--- src/qet_pkg.sv ---
// ----------------------------------------------------------------------------
// qet_pkg: shared definitions for the quadratic escape-time block
// Widths, fixed-point constants, register indexes and the configuration
// bundle that the top level hands to the iteration core.
// ----------------------------------------------------------------------------
package qet_pkg;

    // Coordinate and count formats.
    localparam int COORD_WIDTH     = 32;
    localparam int FRAC_BITS       = 28;
    localparam int COUNT_WIDTH     = 16;
    localparam int PROD_WIDTH      = 2 * COORD_WIDTH;
    localparam int CFG_INDEX_WIDTH = 8;

    // Register indexes on the configuration port.
    localparam logic [CFG_INDEX_WIDTH-1:0] CFG_JULIA_MODE      = CFG_INDEX_WIDTH'(0);
    localparam logic [CFG_INDEX_WIDTH-1:0] CFG_ITERATION_LIMIT = CFG_INDEX_WIDTH'(1);
    localparam logic [CFG_INDEX_WIDTH-1:0] CFG_JULIA_C_RE      = CFG_INDEX_WIDTH'(2);
    localparam logic [CFG_INDEX_WIDTH-1:0] CFG_JULIA_C_IM      = CFG_INDEX_WIDTH'(3);

    // 0.54 in fixed point, rounded to nearest.
    localparam logic [63:0] ONE_FIX = 64'd1 << FRAC_BITS;
    localparam logic [63:0] C054_FIX =
        (ONE_FIX / 64'd100) * 64'd54 + ((ONE_FIX % 64'd100) * 64'd54 + 64'd50) / 64'd100;

    // Reset values of the registers.
    localparam logic [COUNT_WIDTH-1:0] ITERATION_LIMIT_RESET = COUNT_WIDTH'(256);
    localparam logic signed [COORD_WIDTH-1:0] JULIA_C_IM_RESET = COORD_WIDTH'(C054_FIX);
    localparam logic signed [COORD_WIDTH-1:0] JULIA_C_RE_RESET = -JULIA_C_IM_RESET;

    // Configuration bundle seen by the core.
    typedef struct packed {
        logic                          julia_mode;
        logic [COUNT_WIDTH-1:0]        iteration_limit;
        logic signed [COORD_WIDTH-1:0] julia_c_re;
        logic signed [COORD_WIDTH-1:0] julia_c_im;
    } qet_cfg_t;

endpackage

--- src/qet_mul.sv ---
// ----------------------------------------------------------------------------
// qet_mul: shared signed multiplier
// One signed coordinate-by-coordinate multiplier with a registered product.
// The core time-shares it for a*a, b*b and a*b.
// ----------------------------------------------------------------------------
module qet_mul (
    input  logic                                  clk,
    input  logic signed [qet_pkg::COORD_WIDTH-1:0] op_a,
    input  logic signed [qet_pkg::COORD_WIDTH-1:0] op_b,
    output logic signed [qet_pkg::PROD_WIDTH-1:0]  prod
);
    import qet_pkg::*;

    logic signed [PROD_WIDTH-1:0] prod_reg;

    // Full-width product, registered for the next step of the sequencer.
    always_ff @(posedge clk)
    begin
        prod_reg <= PROD_WIDTH'(op_a) * PROD_WIDTH'(op_b);
    end

    assign prod = prod_reg;

endmodule

--- src/qet_core.sv ---
// ----------------------------------------------------------------------------
// qet_core: escape-time iteration sequencer
// Holds z and c, drives the shared multiplier through a*a, b*b and a*b,
// runs the escape test and the saturating update, and counts iterations.
// ----------------------------------------------------------------------------
module qet_core (
    input  logic                                  clk,
    input  logic                                  rst_n,
    input  qet_pkg::qet_cfg_t                     cfg,
    input  logic                                  point_valid,
    output logic                                  point_ready,
    input  logic signed [qet_pkg::COORD_WIDTH-1:0] point_re,
    input  logic signed [qet_pkg::COORD_WIDTH-1:0] point_im,
    output logic                                  res_valid,
    input  logic                                  res_ready,
    output logic [qet_pkg::COUNT_WIDTH-1:0]        res_count
);
    import qet_pkg::*;

    localparam int SUM_WIDTH = COORD_WIDTH + 2;
    localparam int SQ_WIDTH  = PROD_WIDTH + 1;

    localparam logic signed [COORD_WIDTH-1:0] TWO     = COORD_WIDTH'(1) << (FRAC_BITS + 1);
    localparam logic signed [COORD_WIDTH-1:0] NEG_TWO = -TWO;
    localparam logic [SQ_WIDTH-1:0]           FOUR    = SQ_WIDTH'(1) << (2 * FRAC_BITS + 2);
    localparam logic signed [COORD_WIDTH-1:0] COORD_MAX = {1'b0, {(COORD_WIDTH-1){1'b1}}};
    localparam logic signed [COORD_WIDTH-1:0] COORD_MIN = {1'b1, {(COORD_WIDTH-1){1'b0}}};

    typedef enum logic [5:0] {
        S_IDLE   = 6'b000001,
        S_MUL_AA = 6'b000010,
        S_MUL_BB = 6'b000100,
        S_MUL_AB = 6'b001000,
        S_STEP   = 6'b010000,
        S_FINISH = 6'b100000
    } state_t;

    // Saturating add of a scaled product and a coordinate.
    function automatic logic signed [COORD_WIDTH-1:0] sat_add(
        input logic signed [COORD_WIDTH:0]   x,
        input logic signed [COORD_WIDTH-1:0] c
    );
        logic signed [SUM_WIDTH-1:0] s;
        s = SUM_WIDTH'(x) + SUM_WIDTH'(c);
        if (s[SUM_WIDTH-1] && !(s[SUM_WIDTH-2] && s[COORD_WIDTH-1]))
            sat_add = COORD_MIN;
        else if (!s[SUM_WIDTH-1] && (s[SUM_WIDTH-2] || s[COORD_WIDTH-1]))
            sat_add = COORD_MAX;
        else
            sat_add = s[COORD_WIDTH-1:0];
    endfunction

    state_t                        state_reg, state_next;
    logic signed [COORD_WIDTH-1:0] a_reg, a_next;
    logic signed [COORD_WIDTH-1:0] b_reg, b_next;
    logic signed [COORD_WIDTH-1:0] cr_reg, cr_next;
    logic signed [COORD_WIDTH-1:0] ci_reg, ci_next;
    logic [COUNT_WIDTH-1:0]        count_reg, count_next;
    logic [COUNT_WIDTH-1:0]        limit_reg, limit_next;
    logic signed [PROD_WIDTH-1:0]  aa_reg, aa_next;
    logic signed [PROD_WIDTH-1:0]  bb_reg, bb_next;

    logic signed [COORD_WIDTH-1:0] mul_a, mul_b;
    logic signed [PROD_WIDTH-1:0]  mul_prod;
    logic                          stop_early;
    logic [SQ_WIDTH-1:0]           mag_sq;
    logic                          escaped;
    logic signed [PROD_WIDTH-1:0]  diff_sq;
    logic signed [PROD_WIDTH-1:0]  re_wide, im_wide;
    logic signed [COORD_WIDTH-1:0] re_new, im_new;

    qet_mul u_mul (
        .clk  (clk),
        .op_a (mul_a),
        .op_b (mul_b),
        .prod (mul_prod)
    );

    // Operand selection for the shared multiplier.
    always_comb
    begin
        unique case (state_reg)
            S_MUL_BB:
            begin
                mul_a = b_reg;
                mul_b = b_reg;
            end
            S_MUL_AB:
            begin
                mul_a = a_reg;
                mul_b = b_reg;
            end
            default:
            begin
                mul_a = a_reg;
                mul_b = a_reg;
            end
        endcase
    end

    // Limit reached or a coordinate already at or beyond magnitude two.
    assign stop_early = (count_reg >= limit_reg) ||
                        (a_reg >= TWO) || (a_reg <= NEG_TWO) ||
                        (b_reg >= TWO) || (b_reg <= NEG_TWO);

    // Escape test on the exact squared magnitude; a*b arrives from the multiplier.
    assign mag_sq  = {1'b0, aa_reg} + {1'b0, bb_reg};
    assign escaped = (mag_sq >= FOUR);

    // Next z: floor-scaled real and imaginary parts plus c, saturated.
    assign diff_sq = aa_reg - bb_reg;
    assign re_wide = diff_sq >>> FRAC_BITS;
    assign im_wide = mul_prod >>> (FRAC_BITS - 1);
    assign re_new  = sat_add(re_wide[COORD_WIDTH:0], cr_reg);
    assign im_new  = sat_add(im_wide[COORD_WIDTH:0], ci_reg);

    // Sequencer.
    always_comb
    begin
        state_next = state_reg;
        a_next     = a_reg;
        b_next     = b_reg;
        cr_next    = cr_reg;
        ci_next    = ci_reg;
        count_next = count_reg;
        limit_next = limit_reg;
        aa_next    = aa_reg;
        bb_next    = bb_reg;
        unique case (state_reg)
            S_IDLE:
            begin
                if (point_valid)
                begin
                    count_next = '0;
                    limit_next = cfg.iteration_limit;
                    if (cfg.julia_mode)
                    begin
                        a_next  = point_re;
                        b_next  = point_im;
                        cr_next = cfg.julia_c_re;
                        ci_next = cfg.julia_c_im;
                    end
                    else
                    begin
                        a_next  = '0;
                        b_next  = '0;
                        cr_next = point_re;
                        ci_next = point_im;
                    end
                    state_next = S_MUL_AA;
                end
            end
            S_MUL_AA:
            begin
                state_next = stop_early ? S_FINISH : S_MUL_BB;
            end
            S_MUL_BB:
            begin
                aa_next    = mul_prod;
                state_next = S_MUL_AB;
            end
            S_MUL_AB:
            begin
                bb_next    = mul_prod;
                state_next = S_STEP;
            end
            S_STEP:
            begin
                if (escaped)
                begin
                    state_next = S_FINISH;
                end
                else
                begin
                    a_next     = re_new;
                    b_next     = im_new;
                    count_next = count_reg + COUNT_WIDTH'(1);
                    state_next = S_MUL_AA;
                end
            end
            S_FINISH:
            begin
                if (res_ready)
                    state_next = S_IDLE;
            end
            default:
            begin
                state_next = S_IDLE;
            end
        endcase
    end

    // Control state.
    always_ff @(posedge clk or negedge rst_n)
    begin
        if (!rst_n)
        begin
            state_reg <= S_IDLE;
            count_reg <= '0;
            limit_reg <= '0;
        end
        else
        begin
            state_reg <= state_next;
            count_reg <= count_next;
            limit_reg <= limit_next;
        end
    end

    // Datapath registers.
    always_ff @(posedge clk)
    begin
        a_reg  <= a_next;
        b_reg  <= b_next;
        cr_reg <= cr_next;
        ci_reg <= ci_next;
        aa_reg <= aa_next;
        bb_reg <= bb_next;
    end

    assign point_ready = (state_reg == S_IDLE);
    assign res_valid   = (state_reg == S_FINISH);
    assign res_count   = count_reg;

`ifndef SYNTHESIS
    // The count never passes the limit latched with the word.
    a_count_in_limit: assert property (@(posedge clk) disable iff (!rst_n)
        (state_reg != S_IDLE) |-> (count_reg <= limit_reg))
        else $error("iteration count above the latched limit");

    // Each completed iteration adds exactly one to the count.
    a_count_step: assert property (@(posedge clk) disable iff (!rst_n)
        (state_reg == S_MUL_AA && $past(state_reg) == S_STEP)
        |-> (count_reg == COUNT_WIDTH'($past(count_reg) + COUNT_WIDTH'(1))))
        else $error("iteration count did not advance by one");

    // A result only appears after a limit/range test or an escape test.
    a_finish_entry: assert property (@(posedge clk) disable iff (!rst_n)
        $rose(res_valid) |-> ($past(state_reg) == S_MUL_AA || $past(state_reg) == S_STEP))
        else $error("result raised from an unexpected state");

    // The b*b product is only requested right after a*a.
    a_mul_order: assert property (@(posedge clk) disable iff (!rst_n)
        (state_reg == S_MUL_BB) |-> ($past(state_reg) == S_MUL_AA))
        else $error("multiplier schedule out of order");
`endif

endmodule

--- src/quadratic_escape_time.sv ---
// ----------------------------------------------------------------------------
// quadratic_escape_time: escape-time counter for z <- z^2 + c
// Channel  Direction  Handshake                 Word
// cfg      in         cfg_valid / cfg_ready     cfg_index, cfg_data
// point    in         point_valid / point_ready point_re, point_im (Q4.28)
// count    out        count_valid / count_ready escape_count
//
// A word is loaded, then each iteration steps through a*a, b*b, a*b and the
// update, and a final test and hand-off close the word.  This schedule is set
// by the single shared 32x32 multiplier, used for a*a, b*b and a*b in turn.
// Reset (rst_n low, asynchronous) restores Mandelbrot mode, a limit of 256 and
// c = (-0.54, 0.54).  A finished count waits in the output register, so a new
// point is taken while the previous count is still unread; the core stalls
// only when a second count is ready before the first has been taken.
// ----------------------------------------------------------------------------
module quadratic_escape_time (
    input  logic                                      clk,
    input  logic                                      rst_n,
    input  logic                                      cfg_valid,
    output logic                                      cfg_ready,
    input  logic [qet_pkg::CFG_INDEX_WIDTH-1:0]       cfg_index,
    input  logic [qet_pkg::COORD_WIDTH-1:0]           cfg_data,
    input  logic                                      point_valid,
    output logic                                      point_ready,
    input  logic signed [qet_pkg::COORD_WIDTH-1:0]    point_re,
    input  logic signed [qet_pkg::COORD_WIDTH-1:0]    point_im,
    output logic                                      count_valid,
    input  logic                                      count_ready,
    output logic [qet_pkg::COUNT_WIDTH-1:0]           escape_count
);
    import qet_pkg::*;

    qet_cfg_t               cfg_reg, cfg_next;
    logic                   count_valid_reg, count_valid_next;
    logic [COUNT_WIDTH-1:0] escape_count_reg;
    logic                   res_valid;
    logic                   res_ready;
    logic [COUNT_WIDTH-1:0] res_count;

    // Register writes are always taken; unknown indexes are dropped.
    assign cfg_ready = 1'b1;

    always_comb
    begin
        cfg_next = cfg_reg;
        if (cfg_valid)
        begin
            unique case (cfg_index)
                CFG_JULIA_MODE:      cfg_next.julia_mode      = cfg_data[0];
                CFG_ITERATION_LIMIT: cfg_next.iteration_limit = cfg_data[COUNT_WIDTH-1:0];
                CFG_JULIA_C_RE:      cfg_next.julia_c_re      = cfg_data;
                CFG_JULIA_C_IM:      cfg_next.julia_c_im      = cfg_data;
                default:             cfg_next                 = cfg_reg;
            endcase
        end
    end

    always_ff @(posedge clk or negedge rst_n)
    begin
        if (!rst_n)
        begin
            cfg_reg.julia_mode      <= 1'b0;
            cfg_reg.iteration_limit <= ITERATION_LIMIT_RESET;
            cfg_reg.julia_c_re      <= JULIA_C_RE_RESET;
            cfg_reg.julia_c_im      <= JULIA_C_IM_RESET;
        end
        else
        begin
            cfg_reg <= cfg_next;
        end
    end

    qet_core u_core (
        .clk         (clk),
        .rst_n       (rst_n),
        .cfg         (cfg_reg),
        .point_valid (point_valid),
        .point_ready (point_ready),
        .point_re    (point_re),
        .point_im    (point_im),
        .res_valid   (res_valid),
        .res_ready   (res_ready),
        .res_count   (res_count)
    );

    // Output register: takes a count whenever it is empty or being drained.
    assign res_ready = !count_valid_reg || count_ready;

    always_comb
    begin
        count_valid_next = count_valid_reg;
        if (res_valid && res_ready)
            count_valid_next = 1'b1;
        else if (count_ready)
            count_valid_next = 1'b0;
    end

    always_ff @(posedge clk or negedge rst_n)
    begin
        if (!rst_n)
            count_valid_reg <= 1'b0;
        else
            count_valid_reg <= count_valid_next;
    end

    always_ff @(posedge clk)
    begin
        if (res_valid && res_ready)
            escape_count_reg <= res_count;
    end

    assign count_valid  = count_valid_reg;
    assign escape_count = escape_count_reg;

endmodule

--- config.mk ---
export PLATFORM = sky130hd
export DESIGN_NAME = quadratic_escape_time
export DESIGN_NICKNAME = d
export VERILOG_FILES = /design/src/qet_pkg.sv /design/src/qet_mul.sv /design/src/qet_core.sv /design/src/quadratic_escape_time.sv
export SDC_FILE = /design/constraint.sdc
export NUM_CORES = 2
export LEC_CHECK = 0
export ABC_CLOCK_PERIOD_IN_PS = 22100
export BUFFER_PORTS_ARGS = -buffer_cell sky130_fd_sc_hd__buf_4
export CORE_UTILIZATION = 40
export DETAILED_ROUTE_END_ITERATION = 10
export GPL_TIMING_DRIVEN = 0
export REMOVE_ABC_BUFFERS = 1
export SETUP_SLACK_MARGIN = 0.5
export SLEW_MARGIN = 30
export SYNTH_ARGS = -nofsm -noshare
export SYNTH_HDL_FRONTEND = slang
export SYNTH_HIERARCHICAL = 1
export SYNTH_SLANG_ARGS = --single-unit
--- constraint.sdc ---
create_clock -name clk -period 22.1 [get_ports clk]
set_input_delay 3.315 -clock clk [delete_from_list [all_inputs] [get_ports clk]]
set_output_delay 3.315 -clock clk [all_outputs]
set_load 0.01 [all_outputs]
## Word-level counts from Yosys, hierarchy flattened

Cells that the tools add are included.

| operators by class | value |
|---|---|
| eq/ne operators | 12 |
| reduce and logical (&&, ||, !) cells | 30 |
| magnitude comparators | 6 |
| mux-type cells | 26 |
| $add $sub $neg | 5 |
| multiply operators | 1 |

Operators by type and width:

| kind | number |
|---|---|
| $mux 32 | 14 |
| $pmux 32 s2 | 2 |
| $add 33x32->34 | 2 |
| $add 64x64->65 | 1 |
| $ge 65x59->1 const B | 1 |
| $ge 32x31->1 const B | 2 |
| $le 32x30->1 const B | 2 |
| $mul 32x32->64 | 1 |
| $sub 61x61->61 | 1 |
| $pmux 6 s6 | 1 |
| $mux 16 | 2 |
| $pmux 16 s2 | 1 |
| $mux 6 | 4 |
| $add 16x1->16 const B | 1 |
| $eq 8x2->1 const B | 2 |
| $ge 16x16->1 | 1 |
| $reduce_and 2->1 | 6 |
| $eq 8x1->1 const B | 1 |
| $logic_not 8->1 | 1 |
| $logic_and 1x1->1 | 7 |
| $logic_or 1x1->1 | 7 |
| $eq 6x1->1 const B | 1 |
| $eq 6x2->1 const B | 1 |
| $eq 6x3->1 const B | 1 |
| 10 further kinds | 17 |

| word-level totals | value |
|---|---|
| output and inout bits | 19 |
| flip-flop bits (word level) | 456 |
| logic and storage cells | 96 |
| input bits | 109 |

## Longest topological paths before layout

| logic depth | value |
|---|---|
| word-level depth | 8 |
| depth in mapped cells | 34 |

## By module

The synthesis kept the hierarchy.

By module, submodules not included:

| module | cells each | times used | area an instance (µm²) |
|---|---|---|---|
| qet_mul | 3925 | 1 | 37387.1 |
| qet_core | 2069 | 1 | 20726.1 |
| quadratic_escape_time | 197 | 1 | 3639.7 |

## Least setup slack after synthesis

OpenSTA, ideal clock, no wires.

| timing path | value |
|---|---|
| path type | reg2reg |
| start point | reg u_core.state_reg[1] |
| end point | reg u_core.u_mul.prod_reg[62] (netlist: u_core/u_mul/prod[62]) |
| arrival time | 13.782 ns |
| required time | 22.028 ns |
| path slack | 8.245 ns |
| clock period less this slack | 13.855 ns |
| stages on the path, launching flop included | 30 |
| cell sequence | dfrtp_1 -> clkbuf_1 -> or3_1 -> clkbuf_1 -> nor3_1 -> nor2_1 -> clkbuf_1 -> mux2_2 -> clkbuf_1 -> nand2_1 -> inv_1 -> fa_1 -> fa_1 -> fa_1 -> fa_1 -> inv_1 -> fa_1 -> inv_1 -> fa_1 -> fa_1 -> fa_1 -> ha_1 -> a21o_1 -> a21o_1 -> o21a_1 -> o21a_1 -> o21ai_0 -> o31ai_2 -> a221oi_2 -> xnor2_1 |

| on the way | value |
|---|---|
| longest elaborated chain between the ends | 4 |

Ends and longest elaborated chain:

| element | RTL line | text |
|---|---|---|
| start, declared | qet_core.sv:53 | `state_t state_reg, state_next;` |
| start signal, assigned | qet_core.sv:204 | `state_reg <= state_next;` |
| $eq 6x3->1 or $eq 6x4->1 (tied branches) | qet_core.sv:82 | `unique case (state_reg)` |
| $reduce_or 2->1 (no line) * | - |  |
| $mux 32 * | qet_core.sv:82 |  |
| via u_core.mul_b[2] | qet_core.sv:63 | `logic signed [COORD_WIDTH-1:0] mul_a, mul_b;` |
| $mul 32x32->64 * | qet_mul.sv:19 | `prod_reg <= PROD_WIDTH'(op_a) * PROD_WIDTH'(op_b);` |
| end signal, assigned | qet_mul.sv:19 |  |
| end, declared | qet_mul.sv:14 | `logic signed [PROD_WIDTH-1:0] prod_reg;` |

The timed path passes the listed nets; every way through them passes the cells marked *.
A chain may end at the register's enable or synchronous reset.

## Worst setup path in the final report

| timing path | value |
|---|---|
| start point | reg u_core.state_reg[4] |
| end point | reg u_core.u_mul.prod_reg[61] (netlist: u_core/u_mul/prod[61]) |

The elaborated chain is that of the path after synthesis.

==> impl_metrics.csv <==
group,metric,value,unit
detailed_routing,first_iter_violations,3426,
synth,yosysTopAreaCell,"fa_1",
synth,synth-async-reset-ratio,26.32,%
hold_path,hold_class,"flip-flop to flip-flop",
synth,yosys-top-cells-area,"fa_1 (35%), edfxtp_1 (13%), ha_1 (7.9%)",
clocking,clk_pin_slew,0.06,ns
detailed_routing,ant_nets,0,
finish,fillers,14540,
global_routing,grt_max_degree,83,
synth,synth_edf_count,272,
global_routing,globalRouteOverflowTotal,0,
clocking,ctsResizeCount,0,
finish,nets,7725,
global_routing,antenna_found_initial,10,
synth,synth-seq-cells,456,
setup_path,worstPathArrival,13.47,ns
detailed_routing,drc,2,
die,die_x,394.9,um
placement,io_buffers,126,
synth,yosysWarningCount,6,
hold_path,hold_depth,0,
setup_path,rrSetupSlack,9.08,ns
placement,place.gp.congestion,0.9273,
die,fp.dieH,394.9,um
setup_path,cp.required,22.54,ns
sta,rsz0062_at_grt,"false",
global_routing,grt_usage,23.03,%
outcome,violations,"design-rule violations",
finish,stdcell_count,8213,
setup_path,start_kind,"flip-flop",
sta,layout_min_cycle_time,13.02,ns
clocking,clk_latency,0.65,ns
detailed_routing,via_per_inst,5.409,
finish,fin_util,43.63,%
setup_path,critPathTopFamily,"adder cells",
setup_path,worst-path-buf-inv,14,
sta,finalMaxSlewViolations,0,
detailed_routing,wl,178.0,mm
synth,yosysTopAreaCellShare,35.17,%
flow_run,cap_violations,0,
synth,synth_cells,6191,
die,ioPinCount,128,
die,rows,143,
clocking,htreeDepth,2,
setup_path,worstPathMaxFanout,32,
synth,avgSynthCellArea,9.975,um2
detailed_routing,first_pass_iters,9,
setup_path,critPathCaptureType,"flip-flop",
clocking,post-cts-setup-buffer-count,0,
synth,synthFlopType,"edfxtp_1",
detailed_routing,wire_per_inst,21.67,um
synth,yosysSeqAreaShare,20.23,%
sta,max_freq,0.07678,GHz
finish,final_area,66590,um2
setup_path,worst_r2r_path_depth,35,
sta,holdWs,0.3656,ns
placement,hpwlAfterDp,131.7,mm
clocking,cts_tree,"built",
setup_path,max_stage_delay,1.09,ns
detailed_routing,dr_total_vias,44430,
hold_path,worstHoldStart,"u_core/u_mul/prod[12]$_DFF_P_",
sta,hold_viol_final,0,
clocking,cts_buffers,50,
finish,largest_register_ff_count,81,
setup_path,timing.rr.start,"u_core/state_reg[4]$_DFFE_PN0P_",
clocking,cts.path.max_buffers,3,
die,start_util,40.46,%
clocking,cts_num_sinks,456,
sta,skew,0.07928,ns
placement,dpl_cell_area,64850,um2
global_routing,first_global_vias,46740,
hold_path,worstHoldEndpoint,"u_core/bb_reg[12]$_DFFE_PP_",
placement,place_inst,8116,
die,dieArea,156000,um2
setup_path,critPathKind,"flip-flop to flip-flop",
sta,post-route-period-util,58.93,%
synth,ys_types,99,
setup_path,reg2reg_to,"u_core/u_mul/prod[61]$_DFF_P_",
finish,area_growth,7.837,%
setup_path,crit_slowest_cell,"fa_1",
setup_path,path_common_cell,"buf_2",
die,coreArea,152600,um2
sta,tightest_slew,1.100,ns
clocking,ctsHoldBuffers,0,
clocking,clock-root-buffer,"clkbuf_16",
finish,drive_above_1_share,9.189,%
sta,maxSlewHeadroom,26.07,%
synth,synth_area,61750,um2
global_routing,grt_pass1_wl,276.4,mm
sta,setup_violations,0,
outcome,status,"finished with violations",
## how the worst max path moves through the flow
stage                                         start                             to  slack [ns]  depth (start not counted)
floorplan           u_core/state_reg[4]$_DFFE_PN0P_  u_core/u_mul/prod[62]$_DFF_P_       -1.76                         25
global placement    u_core/state_reg[4]$_DFFE_PN0P_  u_core/u_mul/prod[61]$_DFF_P_      -18.03                         26
detailed placement  u_core/state_reg[4]$_DFFE_PN0P_  u_core/u_mul/prod[61]$_DFF_P_        9.14                         36
CTS                 u_core/state_reg[4]$_DFFE_PN0P_  u_core/u_mul/prod[61]$_DFF_P_        9.06                         36
global route        u_core/state_reg[4]$_DFFE_PN0P_  u_core/u_mul/prod[61]$_DFF_P_        8.52                         35
finish              u_core/state_reg[4]$_DFFE_PN0P_  u_core/u_mul/prod[61]$_DFF_P_        9.08                         35
## cells in the final DEF (no fill, tap or decap), drive strengths merged, types with 54 or more instances in the layout
| cell | n |
|---|---|
| inv | 1114 |
| fa | 1085 |
| nand2 | 680 |
| and2 | 523 |
| ha | 392 |
| edfxtp | 272 |
| a21oi | 223 |
| nor2 | 222 |
| mux2 | 213 |
| o21ai | 183 |
| buf | 171 |
| xnor2 | 105 |
| dfrtp | 86 |
| a21o | 81 |
| dfxtp | 64 |
| clkbuf | 61 |
| nand3 | 54 |
## per-layer routing
| metal | global-route usage, % | vias to the layer above | wire [um] |
|---|---|---|---|
| met5 | 0 | - | 13 |
| met2 | 37.47 | 1585 | 82810 |
| met1 | 31.97 | 23120 | 75820 |
| li1 | - | 19410 | - |
| met4 | 7.288 | 2 | 6236 |
| met3 | 2.842 | 315 | 13070 |
## per-stage QoR
stage               TNS (ns)  setup WS [ns]
floorplan             -42.70         -1.755
global placement     -985.19         -18.03
detailed placement         0          9.140
CTS                        0          9.062
global route               0          8.517
finish                     0          9.075
## synth_stat cells (8+ instances only)
cell and instances:
a211oi_1 22, a21o_1 79, a21oi_1 221, a31oi_1 19, and2_1 523, and3_1 21, buf_2 11, clkbuf_1 255
dfrtp_1 86, dfstp_2 34, dfxtp_1 64, edfxtp_1 272, fa_1 1085, ha_1 392, inv_1 1106, mux2_2 213
nand2_1 678, nand2b_1 46, nand3_1 52, nand3b_1 9, nand4_1 37, nor2_1 222, nor2b_1 42, nor3_1 43
nor4_1 26, o2111ai_1 8, o211ai_1 31, o21a_1 36, o21ai_0 180, o21ba_2 11, o21bai_1 34, o22ai_1 8
o31ai_1 13, or4_1 17, xnor2_1 105, xor2_1 44
## area by class of cell
type	count	area, um2	area share, %
clock inverter	33	296.5	0.4453
inverter	1106	4156	6.242
clock buffer	61	1375	2.065
antenna	2	5.005	0.007516
tap	2030	2540	3.814
multi-input combinational	4354	44250	66.45
timing repair buffer	171	1470	2.208
sequential	456	12500	18.77
## kinds of logic (layout without fill, tap and decap cells)
family                   Yosys count  after routing  share of synthesized area (%)
AND/OR/NAND/NOR                 1768           1768                          14.44
adder cells (fa/ha/maj)         1477           1477                          43.12
buffers and inverters           1381           1371                          8.465
AO/OA/AOI/OAI                    739            739                          7.622
flip-flops                       456            456                          20.23
multiplexers                     220            220                          4.004
XOR/XNOR                         149            149                          2.113
other                              1              3                       0.006073
## worst register-to-register path: cells and delay by family, from the launching register on
family,cells,cell delay (ns)
adders and majority gates,9,5.19
and+or+nand+nor,6,1.41
muxes,1,0.92
buffers and inverters,14,2.80
DFF,1,0.45
xor gates and xnor gates,1,0.65
AOI/OAI and AO/OA,4,1.42
Power is left out: the tool's default activity adds up to more than one toggle a clock period on the data nets, which glitch-free logic cannot reach.
